[src/sv/gtg_pkg.sv]
package gtg_pkg;

  // Root bits of the distance; the squared distance is at most 34 bits.
  localparam int SQ_STEPS = 17;

  // Internal widths
  localparam int CX_W = 36;   // CORDIC x/y: 17-bit delta scaled by 2^16, plus gain growth
  localparam int CZ_W = 24;   // CORDIC angle, Q.20 radians

  localparam logic signed [CZ_W-1:0] HALF_PI_Q20 = 24'sd1647099;
  localparam logic [16:0]            ARRIVE_Q12  = 17'd614;
  localparam logic signed [16:0]     MIN_ANG_Q12 = 17'sd4;
  localparam logic signed [16:0]     PI_Q12      = 17'sd12868;
  localparam logic signed [16:0]     TWO_PI_Q12  = 17'sd25736;

  localparam int CFG_IDX_W = 4;
  localparam logic [CFG_IDX_W-1:0] REG_GOAL_X   = 4'd0;
  localparam logic [CFG_IDX_W-1:0] REG_GOAL_Y   = 4'd1;
  localparam logic [CFG_IDX_W-1:0] REG_LIN_GAIN = 4'd2;
  localparam logic [CFG_IDX_W-1:0] REG_ANG_GAIN = 4'd3;
  localparam logic [CFG_IDX_W-1:0] REG_EDGE_XL  = 4'd4;
  localparam logic [CFG_IDX_W-1:0] REG_EDGE_XH  = 4'd5;
  localparam logic [CFG_IDX_W-1:0] REG_EDGE_YL  = 4'd6;
  localparam logic [CFG_IDX_W-1:0] REG_EDGE_YH  = 4'd7;

  typedef enum logic [1:0] {
    MODE_ARRIVED = 2'd0,
    MODE_TURN    = 2'd1,
    MODE_DRIVE   = 2'd2
  } drive_mode_t;

  // atan(2^-i) in Q.20 radians
  function automatic logic signed [CZ_W-1:0] gtg_atan(input int i);
    logic signed [CZ_W-1:0] r;
    case (i)
      0:  r = 24'sd823550;
      1:  r = 24'sd486170;
      2:  r = 24'sd256879;
      3:  r = 24'sd130396;
      4:  r = 24'sd65451;
      5:  r = 24'sd32757;
      6:  r = 24'sd16383;
      7:  r = 24'sd8192;
      8:  r = 24'sd4096;
      9:  r = 24'sd2048;
      10: r = 24'sd1024;
      11: r = 24'sd512;
      12: r = 24'sd256;
      13: r = 24'sd128;
      14: r = 24'sd64;
      15: r = 24'sd32;
      16: r = 24'sd16;
      17: r = 24'sd8;
      18: r = 24'sd4;
      19: r = 24'sd2;
      20: r = 24'sd1;
      default: r = '0;
    endcase
    return r;
  endfunction

endpackage

[src/sv/gtg_cordic.sv]
module gtg_cordic #(
  parameter int STEPS = 16,
  parameter int LAT   = 17
) (
  input  logic                         clk,
  input  logic                         en,
  input  logic signed [gtg_pkg::CX_W-1:0] x,
  input  logic signed [gtg_pkg::CX_W-1:0] y,
  input  logic signed [gtg_pkg::CZ_W-1:0] z,
  output logic signed [gtg_pkg::CZ_W-1:0] angle
);
  import gtg_pkg::*;

  logic signed [CX_W-1:0] xr  [LAT];
  logic signed [CX_W-1:0] yr  [LAT];
  logic signed [CZ_W-1:0] zr  [LAT];
  logic signed [CX_W-1:0] x_in[LAT];
  logic signed [CX_W-1:0] y_in[LAT];
  logic signed [CZ_W-1:0] z_in[LAT];

  genvar j;
  for (j = 0; j < LAT; j++) begin : g_stg
    if (j == 0) begin : g_first
      assign x_in[j] = x;
      assign y_in[j] = y;
      assign z_in[j] = z;
    end else begin : g_next
      assign x_in[j] = xr[j-1];
      assign y_in[j] = yr[j-1];
      assign z_in[j] = zr[j-1];
    end

    if (j < STEPS) begin : g_step
      logic signed [CX_W-1:0] xs, ys;
      assign xs = x_in[j] >>> j;
      assign ys = y_in[j] >>> j;
      // rotate toward the x axis; y >= 0 turns clockwise
      always_ff @(posedge clk) begin
        if (en) begin
          if (!y_in[j][CX_W-1]) begin
            xr[j] <= x_in[j] + ys;
            yr[j] <= y_in[j] - xs;
            zr[j] <= z_in[j] + gtg_atan(j);
          end else begin
            xr[j] <= x_in[j] - ys;
            yr[j] <= y_in[j] + xs;
            zr[j] <= z_in[j] - gtg_atan(j);
          end
        end
      end
    end else begin : g_pass
      always_ff @(posedge clk) begin
        if (en) begin
          xr[j] <= x_in[j];
          yr[j] <= y_in[j];
          zr[j] <= z_in[j];
        end
      end
    end
  end

  assign angle = zr[LAT-1];

endmodule

[config.mk]
export PLATFORM = sky130hd
export DESIGN_NAME = gtg_cordic
export DESIGN_NICKNAME = d
export VERILOG_FILES = /design/src/sv/gtg_pkg.sv /design/src/sv/gtg_cordic.sv
export SDC_FILE = /design/constraint.sdc
export NUM_CORES = 2
export LEC_CHECK = 0
export BUFFER_PORTS_ARGS = -buffer_cell sky130_fd_sc_hd__buf_2
export CORE_UTILIZATION = 61
export DETAILED_ROUTE_END_ITERATION = 7
export GPL_TIMING_DRIVEN = 1
export HOLD_SLACK_MARGIN = 0.06
export PLACE_DENSITY_LB_ADDON = 0.12
export SLEW_MARGIN = 20
export SYNTH_ARGS = -nofsm -noshare
export SYNTH_HDL_FRONTEND = slang
export SYNTH_SLANG_ARGS = --single-unit
export TNS_END_PERCENT = 20
[constraint.sdc]
create_clock -name clk -period 7.3 [get_ports clk]
set_input_delay 1.46 -clock clk [delete_from_list [all_inputs] [get_ports clk]]
set_output_delay 1.46 -clock clk [all_outputs]
set_load 0.05 [all_outputs]
==> flow_summary.toml <==
[run_status]
status = "complete, no violations"

[worst_setup_path]
worst-setup-path-type = "flip-flop to flip-flop"
ff2ff_path_depth = 17
path_delay_family = "compound AO/OA/AOI/OAI gates"
cp.required_ps = 7880
slowest_delay_ps = 790
crit_slowest_cell = "nor3b_1"
cp.arrival_ps = 6490
crit_chain = "nor3_1 -> nor4bb_1 -> nor3b_1 -> a21oi_1 -> xor2_1 -> ha_1 -> a21oi_1 -> o21bai_1 -> a21o_1 -> a221o_1 -> a21o_1 -> a31oi_1 -> o21ai_0 -> o31ai_1 -> nand2_1 -> a221oi_1 -> xnor2_1"
critical_path.n_buffers_inverters = 0
path_max_fanout = 5
cp-start-kind = "flip-flop"
end_kind = "flip-flop"
ff2ff_setup_slack_ps = 1390
worst-path-stages = 17

[grt]
grt_use_total_pct = 32.36
grt_max_degree = 123
antenna_found_initial = 4
grt_pass1_wl_microns = 512300
grt_pass1_vias = 94300
globalRouteOverflowTotal = 0

[logic_synthesis]
syn_avg_cell_area_sq_um = 9.466
syn-cell-area_sq_mm = 0.1198
syn_inst = 12650
post-synth-top-count-cell = "edfxtp_1"
yosys.area.top_type = "edfxtp_1"
yosysWarnings = 0
synthTopCellsByArea = "edfxtp_1, ha_1, xnor2_1"
synth_top_area_share_pct = 35.15
ys_types = 97
synth_common_cells = "edfxtp_1, ha_1, a21oi_1, xnor2_1, nor2_1"
synth_seq_cells = 1402
synth_seq_area_share_pct = 35.15
async_reset_ff_share_pct = 0
syn-num-nets = 14150
synth-edff-count = 1402
ys.flop_type = "edfxtp_1"

[timing]
post-route-period-util_pct = 81.00
setup_tns_ps = 0
setup_viol = 0
fin_skew_ps = 53.21
period_minus_slack_ps = 5913
finalHoldViolations = 0
fmax_ghz = 0.1691
rsz0062_at_grt = "no"
maxSlewViolCount = 0
tightest_slew_ps = 1066
max_slew_margin_pct = 27.12

[routing]
drtPass1Iterations = 7
drt-wirelength-per-cell_microns = 21.27
drcViolationCount = 0
route.antenna.remaining_nets = 0
num_vias = 97610
drt_iter0_drc = 8801
wirelength_microns = 330300
viasPerCell = 6.287

[cts]
post_cts_resized = 0
worstSkewPairLatency_ps = 840
cts.clk_slew.worst_paths_ps = 60
cts_made_buffers = 161
cts-root-buf = "clkbuf_16"
clock-sinks = 1402
clock_path_buffers = 3
cts_hold_buffers = 0
htree_num_levels = 4
cts_tree = "yes"
cts_setup_buffers = 0

[die]
rows = 162
die_y_microns = 445.1
io_pins = 122
initial_core_util_pct = 61.43
fp.dieArea_sq_mm = 0.1981
core_area_sq_mm = 0.1950
die_w_microns = 445.1

[placement]
io_buffers = 121
gp_congestion = 1.003
dp_hpwl_microns = 261500

[worst_hold_path]
whs_path_depth = 0
hold_path.class = "flip-flop to flip-flop"

[final_layout]
area_growth_pct = 7.570
fin_nets = 14260
drive_above_1_share_pct = 4.528

[job]
maxCapViolCount = 0
-- worst paths after layout --
check / start / endpoint
worst min-delay path: zr[2][24] / zr[2][48]
worst max-delay path: xr[0][445] / yr[0][503]
worst min register to register: zr[2][24] / zr[2][48]
worst max register to register: xr[0][445] / yr[0][503]
-- state kept, by name, summed over array words and instances, names as in the netlist --
| signal | cells |
|---|---|
| xr | 489 |
| yr | 505 |
| zr | 408 |
-- kinds of logic after synthesis --
kind of cell / count (synthesis) / share of synthesized area, %
AO/OA/AOI/OAI: 3818 / 19.94
buffers and inverters: 855 / 2.723
adder cells (fa/ha/maj): 1399 / 14.89
multiplexers: 63 / 0.5432
flip-flops: 1402 / 35.15
AND/OR/NAND/NOR: 3297 / 13.45
XOR/XNOR: 1819 / 13.30
-- worst reg2reg max path: cells and delay by family, from the launching register on --
kind                       cells  cell delay (ps)
AOI/OAI and AO/OA             10             2540
xor gates and xnor gates       2              280
adders and majority gates      1              340
DFF                            1              440
and+or+nand+nor                4             2040
-- layer usage --
metal	global-route usage [%]	wire length [microns]	up-vias
met5	0	0	-
met4	15.91	17200	0
met3	4.071	19510	767
met2	55.58	158900	3416
met1	40.09	134700	46540
li1	-	-	46880
-- through the flow --
stage | hold slack, ps | instance area (sq um) | instances | utilization (%) | setup slack [ps]
3_3_place_gp | 400.8 | 123300 | 15230 | 63.24 | 901.6
2_1_floorplan | 400.3 | 119800 | 12650 | - | 989.0
4_1_cts | 401.2 | 128800 | 15520 | 66.07 | 1569
3_5_place_dp | 404.5 | 123300 | 15230 | 63.24 | 849.3
5_1_grt | 416.8 | 128800 | 15520 | 66.07 | 1115
6_report | 411.2 | 128800 | 15530 | 66.08 | 1387
-- final cells by class --
class / count / area (sq um)
clock inverters: 104 / 1359
flip-flops and latches: 1402 / 42100
fillers: 15630 / 66150
multi-input cells: 10400 / 74430
well taps: 2624 / 3283
repair buffers: 203 / 1261
clock buffers: 193 / 4149
diodes: 4 / 10.01
inverters: 600 / 2252
-- layout by cell type, fill, tap and decap left out, types with 48 or more instances in the layout --
master and instances:
nor4_1 86, o21bai_1 184, a21boi_0 53, and3_1 88
nand3_1 176, edfxtp_1 1402, or3_1 106, o31ai_1 157
or2_2 55, nand2b_1 252, ha_1 1355, buf_4 80
a211oi_1 87, o21a_1 168, or4_1 48, buf_2 120
nand2_1 719, nand4_1 112, inv_1 592, a31oi_1 112
clkbuf_16 161, xnor2_1 1217, xor2_1 602, a21oi_1 1251
o21ai_0 796, nor3_1 244, and2_1 70, nor2_1 1019
nor2b_1 181, o41ai_1 74, a21o_1 582
Power is not shown: default switching activity piles up to over one toggle a cycle in this logic, so the estimate is an artifact.
