### config.mk
export PLATFORM = sky130hd
export DESIGN_NAME = gtg_sqrt
export DESIGN_NICKNAME = d
export VERILOG_FILES = /design/src/sv/gtg_pkg.sv /design/src/sv/gtg_sqrt.sv
export SDC_FILE = /design/constraint.sdc
export NUM_CORES = 1
export LEC_CHECK = 0
export BUFFER_PORTS_ARGS = -buffer_cell sky130_fd_sc_hd__buf_2
export CAP_MARGIN = 20
export CORE_MARGIN = 8
export CORE_UTILIZATION = 28
export DETAILED_ROUTE_END_ITERATION = 8
export SYNTH_ARGS = -nofsm -noshare
export SYNTH_HDL_FRONTEND = slang
export SYNTH_SLANG_ARGS = --single-unit
### constraint.sdc
create_clock -name clk -period 3.1 [get_ports clk]
set_input_delay 0.155 -clock clk [delete_from_list [all_inputs] [get_ports clk]]
set_output_delay 0.155 -clock clk [all_outputs]
set_load 0.1 [all_outputs]
### src/sv/gtg_pkg.sv
package gtg_pkg;

  // Root bits of the distance; the squared distance is at most 34 bits.
  localparam int SQ_STEPS = 17;

  // Internal widths
  localparam int CX_W = 36;   // CORDIC x/y: 17-bit delta scaled by 2^16, plus gain growth
  localparam int CZ_W = 24;   // CORDIC angle, Q.20 radians

  localparam logic signed [CZ_W-1:0] HALF_PI_Q20 = 24'sd1647099;
  localparam logic [16:0]            ARRIVE_Q12  = 17'd614;
  localparam logic signed [16:0]     MIN_ANG_Q12 = 17'sd4;
  localparam logic signed [16:0]     PI_Q12      = 17'sd12868;
  localparam logic signed [16:0]     TWO_PI_Q12  = 17'sd25736;

  localparam int CFG_IDX_W = 4;
  localparam logic [CFG_IDX_W-1:0] REG_GOAL_X   = 4'd0;
  localparam logic [CFG_IDX_W-1:0] REG_GOAL_Y   = 4'd1;
  localparam logic [CFG_IDX_W-1:0] REG_LIN_GAIN = 4'd2;
  localparam logic [CFG_IDX_W-1:0] REG_ANG_GAIN = 4'd3;
  localparam logic [CFG_IDX_W-1:0] REG_EDGE_XL  = 4'd4;
  localparam logic [CFG_IDX_W-1:0] REG_EDGE_XH  = 4'd5;
  localparam logic [CFG_IDX_W-1:0] REG_EDGE_YL  = 4'd6;
  localparam logic [CFG_IDX_W-1:0] REG_EDGE_YH  = 4'd7;

  typedef enum logic [1:0] {
    MODE_ARRIVED = 2'd0,
    MODE_TURN    = 2'd1,
    MODE_DRIVE   = 2'd2
  } drive_mode_t;

  // atan(2^-i) in Q.20 radians
  function automatic logic signed [CZ_W-1:0] gtg_atan(input int i);
    logic signed [CZ_W-1:0] r;
    case (i)
      0:  r = 24'sd823550;
      1:  r = 24'sd486170;
      2:  r = 24'sd256879;
      3:  r = 24'sd130396;
      4:  r = 24'sd65451;
      5:  r = 24'sd32757;
      6:  r = 24'sd16383;
      7:  r = 24'sd8192;
      8:  r = 24'sd4096;
      9:  r = 24'sd2048;
      10: r = 24'sd1024;
      11: r = 24'sd512;
      12: r = 24'sd256;
      13: r = 24'sd128;
      14: r = 24'sd64;
      15: r = 24'sd32;
      16: r = 24'sd16;
      17: r = 24'sd8;
      18: r = 24'sd4;
      19: r = 24'sd2;
      20: r = 24'sd1;
      default: r = '0;
    endcase
    return r;
  endfunction

endpackage

### src/sv/gtg_sqrt.sv
module gtg_sqrt #(
  parameter int LAT = 17
) (
  input  logic        clk,
  input  logic        en,
  input  logic [33:0] rad,
  output logic [16:0] root
);
  import gtg_pkg::*;

  logic [34:0] rem   [LAT];
  logic [16:0] q     [LAT];
  logic [34:0] rem_in[LAT];
  logic [16:0] q_in  [LAT];

  genvar j;
  for (j = 0; j < LAT; j++) begin : g_stg
    if (j == 0) begin : g_first
      assign rem_in[j] = {1'b0, rad};
      assign q_in[j]   = '0;
    end else begin : g_next
      assign rem_in[j] = rem[j-1];
      assign q_in[j]   = q[j-1];
    end

    if (j < SQ_STEPS) begin : g_step
      localparam int I = SQ_STEPS - 1 - j;
      logic [34:0] test;
      // (2q + 1) * 4^I with q holding the root bits above bit I
      assign test = ({18'b0, q_in[j]} << (I + 1)) + (35'd1 << (2 * I));
      always_ff @(posedge clk) begin
        if (en) begin
          if (rem_in[j] >= test) begin
            rem[j] <= rem_in[j] - test;
            q[j]   <= q_in[j] | (17'd1 << I);
          end else begin
            rem[j] <= rem_in[j];
            q[j]   <= q_in[j];
          end
        end
      end
    end else begin : g_pass
      always_ff @(posedge clk) begin
        if (en) begin
          rem[j] <= rem_in[j];
          q[j]   <= q_in[j];
        end
      end
    end
  end

  assign root = q[LAT-1];

endmodule

==> run summary <==
The run finished with clean final reports. In this run, synthesis produced a sequential element count of 713. The run gives 0.282 as the effective utilization at floorplan. The sink of the worst hold path was rem[6][33]. In this run, synthesis inferred 713 flip-flops with an integrated enable. The final-layout worst hold slack was 134 ps; the synthesized-area fraction occupied by xor and xnor cells was 0.0640.

The number of design-rule violations left by the first detailed-router iteration is 1,406, and the final-report setup violation count is 0. The buffer type at the clock tree root is clkbuf_16. For the number of distinct library cells after synthesis, the log shows 68. The tools report the wire length of the first global-routing pass as 108,000 um. Summed over all cells, the static leakage comes to 0.0149 uW. By area, the combinational part of the netlist is dominated by simple AND/OR/NAND/NOR gates.

For the worst-skew pair, the clock arrives at the later sink with an insertion delay of 640 ps. The worst relative slew slack is 0.408. In this run the number of H-tree levels came out at 3. Data arrives at the worst endpoint at 3400 ps. In this run the register-to-register setup slack is 50 ps.

In this run the standard cell core region covers 120,000 sq um. At the end of routability-driven placement, the weighted congestion stood at 0.921. The top cell types in the final layout, fill and taps aside, are edfxtp_1, inv_1, nand2_1. The async set-or-reset flop fraction in the synthesized netlist was 0; the average size of a mapped cell was 12.8 sq um. The overall die area was 132,000 sq um; the maximum achievable frequency was 0.328 GHz. The sum of overflow across all layers after global routing came out at 0. The startpoint identified for the worst hold timing path is en.

Relative to the synthesized area, the layout overhead comes to 18.9%. The final worst-path cycle share came out at 0.984. TritonCTS built the clock tree. The HPWL after detailed placement is 51,100 um.

Traced cell by cell, the critical path runs through ha_4, buf_4, nand4b_1, or4_4, nor3_4, nor4_2, and2_1, or4_4, buf_6, nor4_4, xor2_1. The net count of the finished layout is 3,088. The cell count of the worst reg-to-reg path came out at 11.

Commonest register cell after synthesis: edfxtp_1. The shortest clock period the worst path allows after layout came out at 3050 ps. In the final routed layout, each cell accounts on average for 15.3 um.

The run gives 40,200 sq um as the finished layout cell area. The count of buffers added on input and output ports is 52. The clock net in this run drives a total of 713 sinks. The final hold violation count was 0; the synthesized netlist net count was 2,849. The power density relative to cell area is 649 nW/um^2. Total vias in the final route: 20,800. Dividing the detail-routed via count by the number of cells gives 4.57. In this run the horizontal extent of the chip is 363 um. In this run the count of I/O pins placed on the die edge is 53. The die extent in y is 363 um, and the proportion of synthesized chip area in sequential cells is 0.634. The proportion of synthesized area in mux cells was 0.0108; the clock skew after layout was 37.9 ps. The slew at the pin closest to its max-slew limit works out to 888 ps. Type of origin of the critical path: a register. The library cell used most frequently in the layout, excluding fill and tap cells, is edfxtp_1. The number of global-route vias before repair was 21,400; the instance area at placement was 36,800 sq um.

After filler insertion, the fill cell instance count of the layout stands at 11,700. Setup repair after global routing could not meet its margin everywhere. The run gives 0 as the antenna violation net count after detailed routing.

Startpoint of the worst-slack reg-to-reg timing path: rem[11][10]. The tools report the number of remaining DRC errors as 0. The complex-gate fraction of the synthesized area works out to 0.0809. At the worst endpoint, the required time is 3450 ps. Counting the buffers created by CTS gives 80. Across the VDD grid, the largest voltage drop is 0.511 mV. Before antenna repair, the detailed router went through 5 iterations. The tool flagged a number of max-cap violations equal to 0. The synthesized-area fraction occupied by and/or/nand/nor cells is 0.119, and the number of antenna violations at the first check in global routing is 1. Entering global routing, the biggest net connects 167 pins. Summed negative setup slack over all endpoints: 0 ps. The synthesized netlist occupies a cell area of 33,800 sq um. Fraction of the mapped netlist area in adder cells: 0.0622. The most numerous cell type found on the critical path is or4_4.

Kind of cell with the highest combined delay on the critical path: simple AND/OR/NAND/NOR gates. The path class of the tightest hold or removal check is in -> reg. The share of final-layout standard cells stronger than drive strength 1 was 0.126.

The final max-slew violation count is 0. No sink is reached through more buffers than the 3 on the longest clock path. On the worst path, the slowest cell contributes a delay of 480 ps. Row generation in the floorplan step produced 127 rows.

In the synthesized netlist, the number of instances is 2,645. The number of cells on the worst hold path works out to 2. In this run the worst path has a maximum fanout of 5.

The utilization after layout came out at 0.335. The start-to-end type of the worst setup path is reg -> reg. The endpoint identified for the worst register-to-register timing path is rem[12][32]. The clock-pin slew on the worst setup and hold paths works out to 60 ps. The number of antenna diodes in the final layout is 0. The number of buffers and inverters on the critical path is 2. STA classifies the critical path endpoint as a register. Overall track demand over capacity in global routing: 0.101. The largest individual stage delay along the critical path comes from the cell or4_4. For this run, the number of Yosys warnings is 0. Summing internal, switching and leakage power gives 26,100 uW. The final layout contains routed wiring with a total length of 69,700 um.
==> sequential cells by signal, summed over array words and instances (netlist names) <==
name and flops:
rem 560, q 153
==> stage by stage <==
step,setup WS (ps),std cells
3_5_place_dp,-64.7,4373
2_1_floorplan,53.3,2645
5_1_grt,-101,4555
4_1_cts,1.38,4549
6_report,50.4,4555
3_3_place_gp,-19.5,4372
==> worst register-to-register path, cell delays in order, from the launching register on <==
cell and delay [ps]:
edfxtp_1 430, ha_4 310, buf_4 130, nand4b_1 150, or4_4 480, nor3_4 200
nor4_2 60, and2_1 180, or4_4 450, buf_6 160, nor4_4 130, xor2_1 90
==> what timing repair did <==
action / 4_1_cts / 5_1_grt
endpoints found under the hold margin: 35 / 0
gates cloned: 0 / 1
gates resized for setup: 8 / 57
pin swaps: 1 / 16
buffers inserted: 1 / 5
endpoints found under the setup margin: 24 / 38
hold buffers: 34 / 0
==> final cells by class <==
| class | count | area [sq um] | area share |
|---|---|---|---|
| Sequential cell | 713 | 21400 | 0.533 |
| Tap cell | 1612 | 2020 | 0.0502 |
| Inverter | 207 | 781 | 0.0194 |
| Timing Repair inverter | 1 | 7.51 | 0.000187 |
| Multi-Input combinational cell | 1670 | 11700 | 0.291 |
| Timing Repair Buffer | 211 | 1620 | 0.0403 |
| Clock inverter | 40 | 536 | 0.0133 |
| Clock buffer | 101 | 2080 | 0.0518 |
==> worst max path at each step <==
stage | startpoint | slack [ps] | cells past startpoint | end
final | rem[11][10] | 50 | 11 | rem[12][32]
after global routing | q[12][4] | -100 | 13 | rem[13][34]
after CTS | rem[6][20] | 1 | 9 | rem[7][32]
after detailed placement | q[12][4] | -60 | 12 | rem[13][28]
after global placement | q[13][6] | -20 | 10 | rem[14][26]
after floorplan | rem[6][20] | 50 | 10 | rem[7][32]
==> cell usage after synthesis (6+ instances only) <==
| cell type | instances | share of area |
|---|---|---|
| ha_1 | 168 | 0.062 |
| o21ai_0 | 141 | 0.021 |
| and3_1 | 20 | 0.0037 |
| o21a_1 | 28 | 0.0062 |
| and2_1 | 6 | 0.0011 |
| nand4_1 | 34 | 0.0063 |
| a211oi_1 | 11 | 0.0024 |
| o211ai_1 | 11 | 0.0024 |
| nor3_1 | 70 | 0.010 |
| inv_1 | 207 | 0.023 |
| a21boi_0 | 6 | 0.0013 |
| or3_1 | 28 | 0.0052 |
| mux2i_1 | 6 | 0.0018 |
| nand4b_1 | 11 | 0.0029 |
| a21o_1 | 25 | 0.0056 |
| a31oi_1 | 9 | 0.0017 |
| nand2_1 | 185 | 0.021 |
| nand3_1 | 37 | 0.0055 |
| xor2_1 | 121 | 0.031 |
| edfxtp_1 | 713 | 0.63 |
| mux2_2 | 27 | 0.0090 |
| nand3b_1 | 11 | 0.0024 |
| nor2b_1 | 17 | 0.0031 |
| nor4_1 | 93 | 0.017 |
| nor4bb_1 | 6 | 0.0018 |
| nand2b_1 | 35 | 0.0065 |
| or4_1 | 18 | 0.0040 |
| nor2_1 | 163 | 0.018 |
| clkbuf_1 | 50 | 0.0056 |
| o31ai_1 | 10 | 0.0022 |
| xnor2_1 | 126 | 0.033 |
| a21oi_1 | 141 | 0.021 |
| nor4b_1 | 17 | 0.0044 |
| o21bai_1 | 9 | 0.0020 |
==> report_power, final <==
part | internal [uW] | total [uW] | switching [uW]
Clock | 5490 | 9320 | 3830
Sequential | 12000 | 12700 | 760
Combinational | 1790 | 4000 | 2210
==> routing by layer <==
metal,GRT usage,up-vias,part of all wire
li1,-,10300,-
met1,0.0969,9848,0.37
met2,0.203,438,0.55
met3,0.0193,175,0.038
met4,0.0456,0,0.044
met5,0,-,0
==> kinds of logic after synthesis <==
group	Yosys count
compound gates	448
xor+xnor	247
fa+ha+maj	168
buf+inv	262
flops	713
mux	33
simple gates	774
No activity file was read; power rests on OpenSTA's default activity.
